**src/rtl/core/lbq_pkg.sv**
```systemverilog
// ----------------------------------------------------------------------------
// lbq_pkg
// Shared types and constants for the linked block queue.
// ----------------------------------------------------------------------------
package lbq_pkg;

    localparam int DEF_NUM_BLOCKS = 4096;
    localparam int FIELD_W        = 12;
    localparam int OP_W           = 2;

    typedef enum logic [OP_W-1:0] {
        OP_POLL   = 2'd0,
        OP_APPEND = 2'd1,
        OP_RANGE  = 2'd2,
        OP_CLEAR  = 2'd3
    } opcode_t;

    typedef enum logic [2:0] {
        ST_SWEEP,
        ST_IDLE,
        ST_POLL,
        ST_LINK_TAIL,
        ST_LINK_LAST,
        ST_NOP,
        ST_CLR_LIST
    } state_t;

    typedef enum logic [2:0] {
        CMT_NONE,
        CMT_KEEP,
        CMT_POLL,
        CMT_APPEND,
        CMT_CLEAR
    } commit_t;

    typedef struct packed {
        logic    sweep;
        logic    latch;
        logic    wr_tail;
        logic    wr_last;
        commit_t commit;
    } cmd_t;

    typedef struct packed {
        logic sweep_last;
        logic has_blocks;
        logic in_range;
        logic out_free;
    } status_t;

endpackage

```
**src/rtl/core/lbq_ctrl.sv**
```systemverilog
// ----------------------------------------------------------------------------
// lbq_ctrl
// Sequencer for the queue operations and the link memory sweep after reset.
// ----------------------------------------------------------------------------
module lbq_ctrl (
    input  logic                    clk,
    input  logic                    rst_n,
    input  logic                    in_valid,
    input  logic [lbq_pkg::OP_W-1:0] opcode,
    output logic                    in_stall,
    input  lbq_pkg::status_t        sts,
    output lbq_pkg::cmd_t           cmd
);

    lbq_pkg::state_t  state_reg;
    lbq_pkg::state_t  state_next;
    lbq_pkg::opcode_t op;

    assign op = lbq_pkg::opcode_t'(opcode);

    always_ff @(posedge clk or negedge rst_n)
    begin
        if (!rst_n)
        begin
            state_reg <= lbq_pkg::ST_SWEEP;
        end
        else
        begin
            state_reg <= state_next;
        end
    end

    always_comb
    begin
        state_next = state_reg;
        unique case (state_reg)
            lbq_pkg::ST_SWEEP:
            begin
                if (sts.sweep_last)
                begin
                    state_next = lbq_pkg::ST_IDLE;
                end
            end
            lbq_pkg::ST_IDLE:
            begin
                if (in_valid)
                begin
                    unique case (op)
                        lbq_pkg::OP_POLL:
                        begin
                            state_next = sts.has_blocks ? lbq_pkg::ST_POLL
                                                        : lbq_pkg::ST_NOP;
                        end
                        lbq_pkg::OP_APPEND, lbq_pkg::OP_RANGE:
                        begin
                            if (!sts.in_range)
                            begin
                                state_next = lbq_pkg::ST_NOP;
                            end
                            else if (sts.has_blocks)
                            begin
                                state_next = lbq_pkg::ST_LINK_TAIL;
                            end
                            else
                            begin
                                state_next = lbq_pkg::ST_LINK_LAST;
                            end
                        end
                        lbq_pkg::OP_CLEAR:
                        begin
                            state_next = lbq_pkg::ST_CLR_LIST;
                        end
                        default:
                        begin
                            state_next = lbq_pkg::ST_NOP;
                        end
                    endcase
                end
            end
            lbq_pkg::ST_LINK_TAIL:
            begin
                state_next = lbq_pkg::ST_LINK_LAST;
            end
            lbq_pkg::ST_POLL, lbq_pkg::ST_LINK_LAST, lbq_pkg::ST_NOP,
            lbq_pkg::ST_CLR_LIST:
            begin
                if (sts.out_free)
                begin
                    state_next = lbq_pkg::ST_IDLE;
                end
            end
            default:
            begin
                state_next = lbq_pkg::ST_IDLE;
            end
        endcase
    end

    always_comb
    begin
        cmd         = '0;
        cmd.commit  = lbq_pkg::CMT_NONE;
        in_stall    = 1'b1;
        unique case (state_reg)
            lbq_pkg::ST_SWEEP:
            begin
                cmd.sweep = 1'b1;
            end
            lbq_pkg::ST_IDLE:
            begin
                in_stall  = 1'b0;
                cmd.latch = in_valid;
            end
            lbq_pkg::ST_POLL:
            begin
                if (sts.out_free)
                begin
                    cmd.commit = lbq_pkg::CMT_POLL;
                end
            end
            lbq_pkg::ST_LINK_TAIL:
            begin
                cmd.wr_tail = 1'b1;
            end
            lbq_pkg::ST_LINK_LAST:
            begin
                // rewriting the end mark while the output is held is harmless
                cmd.wr_last = 1'b1;
                if (sts.out_free)
                begin
                    cmd.commit = lbq_pkg::CMT_APPEND;
                end
            end
            lbq_pkg::ST_NOP:
            begin
                if (sts.out_free)
                begin
                    cmd.commit = lbq_pkg::CMT_KEEP;
                end
            end
            lbq_pkg::ST_CLR_LIST:
            begin
                if (sts.out_free)
                begin
                    cmd.commit = lbq_pkg::CMT_CLEAR;
                end
            end
            default:
            begin
                cmd.commit = lbq_pkg::CMT_NONE;
            end
        endcase
    end

endmodule

```
**config.mk**
```make
export PLATFORM = sky130hd
export DESIGN_NAME = lbq_ctrl
export DESIGN_NICKNAME = d
export VERILOG_FILES = /design/src/rtl/core/lbq_pkg.sv /design/src/rtl/core/lbq_ctrl.sv
export SDC_FILE = /design/constraint.sdc
export NUM_CORES = 1
export LEC_CHECK = 0
export ABC_AREA = 1
export BUFFER_PORTS_ARGS = -buffer_cell sky130_fd_sc_hd__buf_4
export CAP_MARGIN = 10
export CORE_AREA = 2 2 39 41
export DETAILED_ROUTE_END_ITERATION = 16
export DIE_AREA = 0 0 41 43
export PLACE_DENSITY = 0.51
export SLEW_MARGIN = 20
export SYNTH_ARGS = -nofsm -noshare
export SYNTH_HDL_FRONTEND = slang
export SYNTH_SLANG_ARGS = --single-unit
```
**constraint.sdc**
```tcl
create_clock -name clk -period 1.4 [get_ports clk]
set_input_delay 0.28 -clock clk [delete_from_list [all_inputs] [get_ports clk]]
set_output_delay 0.28 -clock clk [all_outputs]
set_load 0.05 [all_outputs]
```
==> summary.txt, run 1 <==
Logic synthesis
  – Share of the synthesized area in the top cell type: 20.8%
  – Yosys cell types: 18
  – Post-synthesis async set-or-reset flop share: 100%
  – Syn Area/Cell: 6.03 sq um
  – Post-synth top cells: nand2_1 (17), inv_1 (10), nor2_1 (6)
  – Post-Synthesis Cells: 60
  – Synth area leaders: dfrtp_1 (21%), nand2_1 (18%), inv_1 (10%), ha_1 (6.9%), nand2_2 (6.9%)
  – Synthesized cell area: 362 sq um
  – Synth Flop Type: dfrtp_1
  – Most frequent cell after synthesis: nand2_1
  – Post-synthesis sequential area ratio: 20.8%
  – Synth Net Count: 71
  – Number of synthesized flops with an enable pin: 0
  – Yosys top cell by area: dfrtp_1
  – Synth warnings: 0
  – FF+latch count, synth: 3

Timing
  – Final min period: 1500 ps
  – Worst hold-check slack: 374 ps
  – Clock skew: 2.23 ps
  – Endpoints failing setup: 6
  – Worst Tran Pin Value: 241 ps
  – Unrepaired setup endpoints after global routing: yes
  – Final hold violation count: 0
  – Relative slew margins: 83.9%
  – Max Slew Vio Count: 0
  – Setup ws final: -102 ps
  – Fin crit share: 107%
  – Post-route setup TNS: -175 ps
  – Fmax achieved: 0.666 GHz

Routing
  – DRT Wirelength: 924 um
  – Vias: 438
  – Starting DRT DRC Count: 4
  – DRT antenna net count: 0
  – DR WL/cell: 8.80 um
  – Vias per cell: 4.17
  – DR DRC count: 0
  – Initial DRT Pass Iterations: 4

Flow run
  – # Max-Cap Violations: 0

Setup path
  – Crit Path Category: reg2out
  – Crit path max fanout: 3
  – Crit path DAT: 1220 ps
  – R2r worst-path depth: 6
  – Reg-to-Reg Start: state_reg[0]
  – Critical Path Start: state_reg[1]
  – CP cell instances: buf_4 > nand2_4 > a211oi_4 > buf_6
  – Type of origin of the critical path: register
  – Slowest cell on crit path: dfrtp_1
  – CP required: 1120 ps
  – Worst reg-to-reg setup slack: 100 ps
  – CP Capture Type: output pin
  – Reg-to-reg endpoint: state_reg[0]
  – Largest stage delay on the critical path: 380 ps
  – Critical Path End: cmd[1]

GRT
  – Initial antenna violation count: 0
  – First-pass GRT wire length: 1590 um
  – Largest net degree at the start of global routing: 7
  – Gr ovfl total: 0
  – Vias in the first global route: 406
  – GRT Total Usage: 14.0%

Power
  – Power density over cell area: 1980 mW/mm^2
  – Seq pwr share: 14.5%
  – Switch share: 52.6%
  – Net Sw Power: 0.723 mW
  – Int Pwr: 0.651 mW
  – Pleak: 0.370 nW
  – IR Drop Worst-Case VDD: 602 uV
  – Share of power burned in combinational logic: 74.5%
  – Clock group share of total power: 11.0%

Clocking
  – H-Tree Depth: 1
  – Reg clk slew, reported paths: 40 ps
  – Clock root buffer master: clkbuf_4
  – TritonCTS clock tree: done
  – CTS max path bufs: 2
  – Clock latency on the worst-skew pair: 230 ps
  – Clock Sinks: 3
  – Num CTS Buffers: 3

Floorplan
  – Die height: 43 um
  – Initial Util: 26.1%
  – Die Span X: 41 um
  – # IOs: 17
  – Die area: 0.00176 sq mm
  – Core Region: 0.00138 sq mm
  – FP Rows: 14

Cells and area
  – Number of antenna diodes: 0
  – Final #Nets: 101
  – Area Growth Syn to Fin: 91.7%
  – Max FFs per register: 3
  – Share of cells above drive strength 1: 53.9%

Placement
  – Port bufs: 16
  – Final GP Congestion: 0.707
  – Hpwl dp: 720 um

Status
  – Violated checks: setup timing
  – Status: finished with violations

Min path
  – Worst min path class: in2async
==> worst max-delay path, delay by kind of cell (launching register included) <==
kind | cells | cell delay (ps)
flops | 1 | 380
compound gates | 1 | 230
buf+inv | 2 | 330
simple gates | 1 | 50
==> repair_timing <==
item,4_1_cts,5_1_grt
pin swaps,3,0
endpoints found under the setup margin,8,8
resized for setup,14,2
buffers inserted,5,2
hold buffers,1,0
endpoints found under the hold margin,3,0
==> per-layer routing <==
layer | up-vias | wire length [um] | global-route usage (%)
met2 | 12 | 530 | 23.1
met4 | 0 | 0 | 12.0
li1 | 241 | - | -
met3 | 0 | 51 | 3.14
met1 | 185 | 343 | 13.3
met5 | - | 0 | 0
==> per-stage QoR <==
| stage | worst slack, ps | cell area [sq um] | cells | util [%] | power, mW |
|---|---|---|---|---|---|
| 2_1_floorplan | -148 | 404 | 60 | - | 0.820 |
| 3_3_place_gp | 52.3 | 548 | 93 | 39.6 | 1.02 |
| 3_5_place_dp | 33.9 | 548 | 93 | 39.6 | 1.01 |
| 4_1_cts | -108 | 671 | 103 | 48.5 | 1.34 |
| 5_1_grt | -171 | 693 | 105 | 50.1 | 1.47 |
| 6_report | -102 | 693 | 105 | 50.1 | 1.37 |
==> cell type report <==
| cell class | instances | area [sq um] |
|---|---|---|
| fill | 154 | 691 |
| timing repair buffer | 26 | 231 |
| sequential | 3 | 77.6 |
| tap | 16 | 20.0 |
| clock buffer | 4 | 26.3 |
| inverter | 12 | 47.5 |
| multi-input combinational | 44 | 290 |
==> how the worst min path moves through the flow <==
stage | endpoint | cells past startpoint
final | state_reg[2] | 2
after global routing | state_reg[2] | 2
after CTS | state_reg[2] | 2
after detailed placement | state_reg[0] | 1
after global placement | state_reg[0] | 1
after floorplan | state_reg[0] | 0
==> placed cells by master, fill, tap and decap left out, types with 2 or more instances in the layout <==
master    synthesis  layout
nor2_4            0       2
nand3_1           4       4
nand2_2           4       4
buf_6             1       7
nand2_1          17      15
dfrtp_2           0       2
nand2_4           0       2
nor2_2            3       4
ha_1              2       2
nor2_1            6       3
buf_4             0      17
clkbuf_4          0       3
inv_1            10      10
==> power by group through the flow <==
stage | sequential [mW] | clock, mW | combinational [mW]
final | 0.199 | 0.151 | 1.02
after global routing | 0.206 | 0.164 | 1.10
after CTS | 0.200 | 0.159 | 0.984
after detailed placement | 0.197 | 0 | 0.816
after global placement | 0.198 | 0 | 0.820
after floorplan | 0.154 | 0 | 0.667
==> cells by family after synthesis <==
| logic type | count (synthesis) | synth area share, % |
|---|---|---|
| compound gates | 4 | 6.23 |
| simple gates | 38 | 50.5 |
| buf+inv | 13 | 15.6 |
| fa+ha+maj | 2 | 6.92 |
| flops | 3 | 20.8 |
No activity file was read; power rests on OpenSTA's default activity.
==> run 2: changes to the inputs <==
==> constraint.sdc (replaced) <==
create_clock -name clk -period 1.45 [get_ports clk]
set_input_delay 0.145 -clock clk [delete_from_list [all_inputs] [get_ports clk]]
set_output_delay 0.145 -clock clk [all_outputs]
set_load 0.05 [all_outputs]
==> summary.txt, run 2 (synthesis gave the netlist of run 1 again) <==
Status
  – Status: completed

Setup path
  – Reg-to-Reg Start: state_reg[1]
  – Crit path DAT: 1260 ps (+40 ps)
  – CP cell instances: inv_2 > nand2_1 > a211oi_2 > buf_6
  – Delay-heaviest family, CP: flip-flops
  – Worst reg-to-reg setup slack: 280 ps (+180 ps)
  – Crit path max fanout: 5 (+2)
  – WP buf/inv: 2 (unchanged)
  – CP required: 1310 ps (+190 ps)
  – Slowest cell on crit path: dfrtp_2
  – R2r worst-path depth: 7 (+1)
  – Reg-to-reg endpoint: state_reg[2]
  – Largest stage delay on the critical path: 440 ps (+60 ps)
  – Crit Path Category: reg2out
  – Type of origin of the critical path: register
  – CP Capture Type: output pin

Cells and area
  – Finished Cell Area: 591 sq um (-15%)
  – Share of cells above drive strength 1: 50.6% (-3.3 points)
  – Layout Cells excl Fill: 101 (-3.8%)
  – Area Growth Syn to Fin: 63.3%
  – Number of antenna diodes: 0 (unchanged)
  – Core Util, Final: 42.7% (-7.4 points)
  – Max FFs per register: 3 (unchanged)
  – Commonest non-fill, non-tap cells in the layout: buf_4 (20), nand2_1 (16), inv_1 (10)
  – Commonest non-fill, non-tap cell in the layout: buf_4
  – Sequential cell area: 78.8 sq um (+1.6%)
  – Final #Nets: 97 (-4.0%)
  – Multi-input gate area: 249 sq um (-14%)
  – Fill cells: 152 (-1.3%)

Timing
  – Post-route setup TNS: 0 ps (+175 ps)
  – Fin crit share: 97.2%
  – Worst Tran Pin Value: 213 ps (-28.1 ps)
  – Relative slew margins: 85.8% (+1.9 points)
  – Final hold violation count: 0 (unchanged)
  – Endpoints failing setup: 0 (-6)
  – Setup ws final: 40.8 ps (+142 ps)
  – Worst hold-check slack: 238 ps (-136 ps)
  – Clock skew: 5.42 ps (+3.18 ps)
  – Final min period: 1410 ps
  – Max Slew Vio Count: 0 (unchanged)
  – Fmax achieved: 0.710 GHz

Clocking
  – H-Tree Depth: 1 (unchanged)
  – Num CTS Buffers: 3 (unchanged)
  – CTS max path bufs: 2 (unchanged)
  – TritonCTS clock tree: done
  – Clock root buffer master: clkbuf_4
  – Clock latency on the worst-skew pair: 230 ps (about the same)
  – Clock Sinks: 3 (unchanged)
  – Reg clk slew, reported paths: 40 ps (about the same)

Routing
  – DRT Wirelength: 893 um (-3.4%)
  – DR DRC count: 0 (unchanged)
  – Starting DRT DRC Count: 3 (-1)
  – Initial DRT Pass Iterations: 2 (-2)
  – Vias per cell: 4.30 (+3.0%)
  – DRT antenna net count: 0 (unchanged)
  – Vias: 434 (-0.91%)
  – DR WL/cell: 8.84 um (+0.47%)

Floorplan
  – Initial Util: 26.1% (unchanged)
  – Die Span X: 41 um (unchanged)
  – Die height: 43 um (unchanged)
  – Core Region: 0.00138 sq mm (unchanged)
  – FP Rows: 14 (unchanged)
  – Die area: 0.00176 sq mm (unchanged)
  – # IOs: 17 (unchanged)

Placement
  – Final GP Congestion: 0.637 (-9.9%)
  – Placed Cells: 91 (-2.2%)
  – Port bufs: 16 (unchanged)
  – DP Worst Slack: 252 ps (+218 ps)
  – Placed cell area: 507 sq um (-7.5%)
  – Hpwl dp: 686 um (-4.8%)

Power
  – Switch share: 55.2% (+2.6 points)
  – Clock group share of total power: 13.1% (+2.1 points)
  – Design Power: 1.11 mW (-19%)
  – Net Sw Power: 0.613 mW (-15%)
  – Int Pwr: 0.498 mW (-23%)
  – Seq pwr share: 18.1% (+3.6 points)
  – Pleak: 0.330 nW (-11%)
  – Share of power burned in combinational logic: 68.7% (-5.8 points)
  – Power density over cell area: 1880 mW/mm^2 (-5.1%)
  – IR Drop Worst-Case VDD: 481 uV (-20%)

GRT
  – Gr ovfl total: 0 (unchanged)
  – First-pass GRT wire length: 1400 um (-12%)
  – Initial antenna violation count: 0 (unchanged)
  – Vias in the first global route: 425 (+4.7%)
  – Largest net degree at the start of global routing: 10 (+3)
  – GRT Total Usage: 11.4% (-2.6 points)

Min path
  – Worst min path class: in2async

Flow run
  – # Max-Cap Violations: 0 (unchanged)
[run 2: changes by cell type in the layout (fill, tap and decap cells not counted), moves of 2 or more]
cell     before  now
buf_6         7    1
nand2_4       2    0
nor2_4        2    0
buf_4        17   20
[run 2: layout make-up]
type,count,area share [%]
Tap cell,16,3.39
Inverter,12,7.63
Timing Repair Buffer,22,29.0
Sequential cell,3,13.3
Multi-Input combinational cell,44,42.2
Clock buffer,4,4.45
[run 2: power groups by stage]
stage | Clock [mW] | Sequential, mW | Combinational (mW)
2_1_floorplan | 0 | 0.147 | 0.592
3_3_place_gp | 0 | 0.194 | 0.697
3_5_place_dp | 0 | 0.196 | 0.695
4_1_cts | 0.152 | 0.195 | 0.724
5_1_grt | 0.159 | 0.208 | 0.830
6_report | 0.146 | 0.202 | 0.764
[run 2: routing by layer]
layer	track usage, %	wire length, um	vias up	part of all wire (%)
met4	4.00	0	0	0
met2	20.9	459	13	51
li1	-	-	231	-
met3	4.71	71	0	8.0
met1	10.2	362	190	41
met5	0	0	-	0
[run 2: worst max-delay path by stage]
stage	from	endpoint	cells past startpoint
2_1_floorplan	state_reg[0]	cmd[2]	2
3_3_place_gp	state_reg[1]	cmd[1]	4
3_5_place_dp	state_reg[1]	cmd[1]	4
4_1_cts	state_reg[2]	cmd[1]	4
5_1_grt	state_reg[2]	cmd[1]	4
6_report	state_reg[2]	cmd[1]	4
[run 2: what timing repair did]
action / CTS / global route
pin swaps: 0 / 1
resized for setup: 1 / 4
setup buffers: 2 / 3
hold buffers: 1 / 0
endpoints found under the setup margin: 1 / 4
endpoints found under the hold margin: 3 / 0
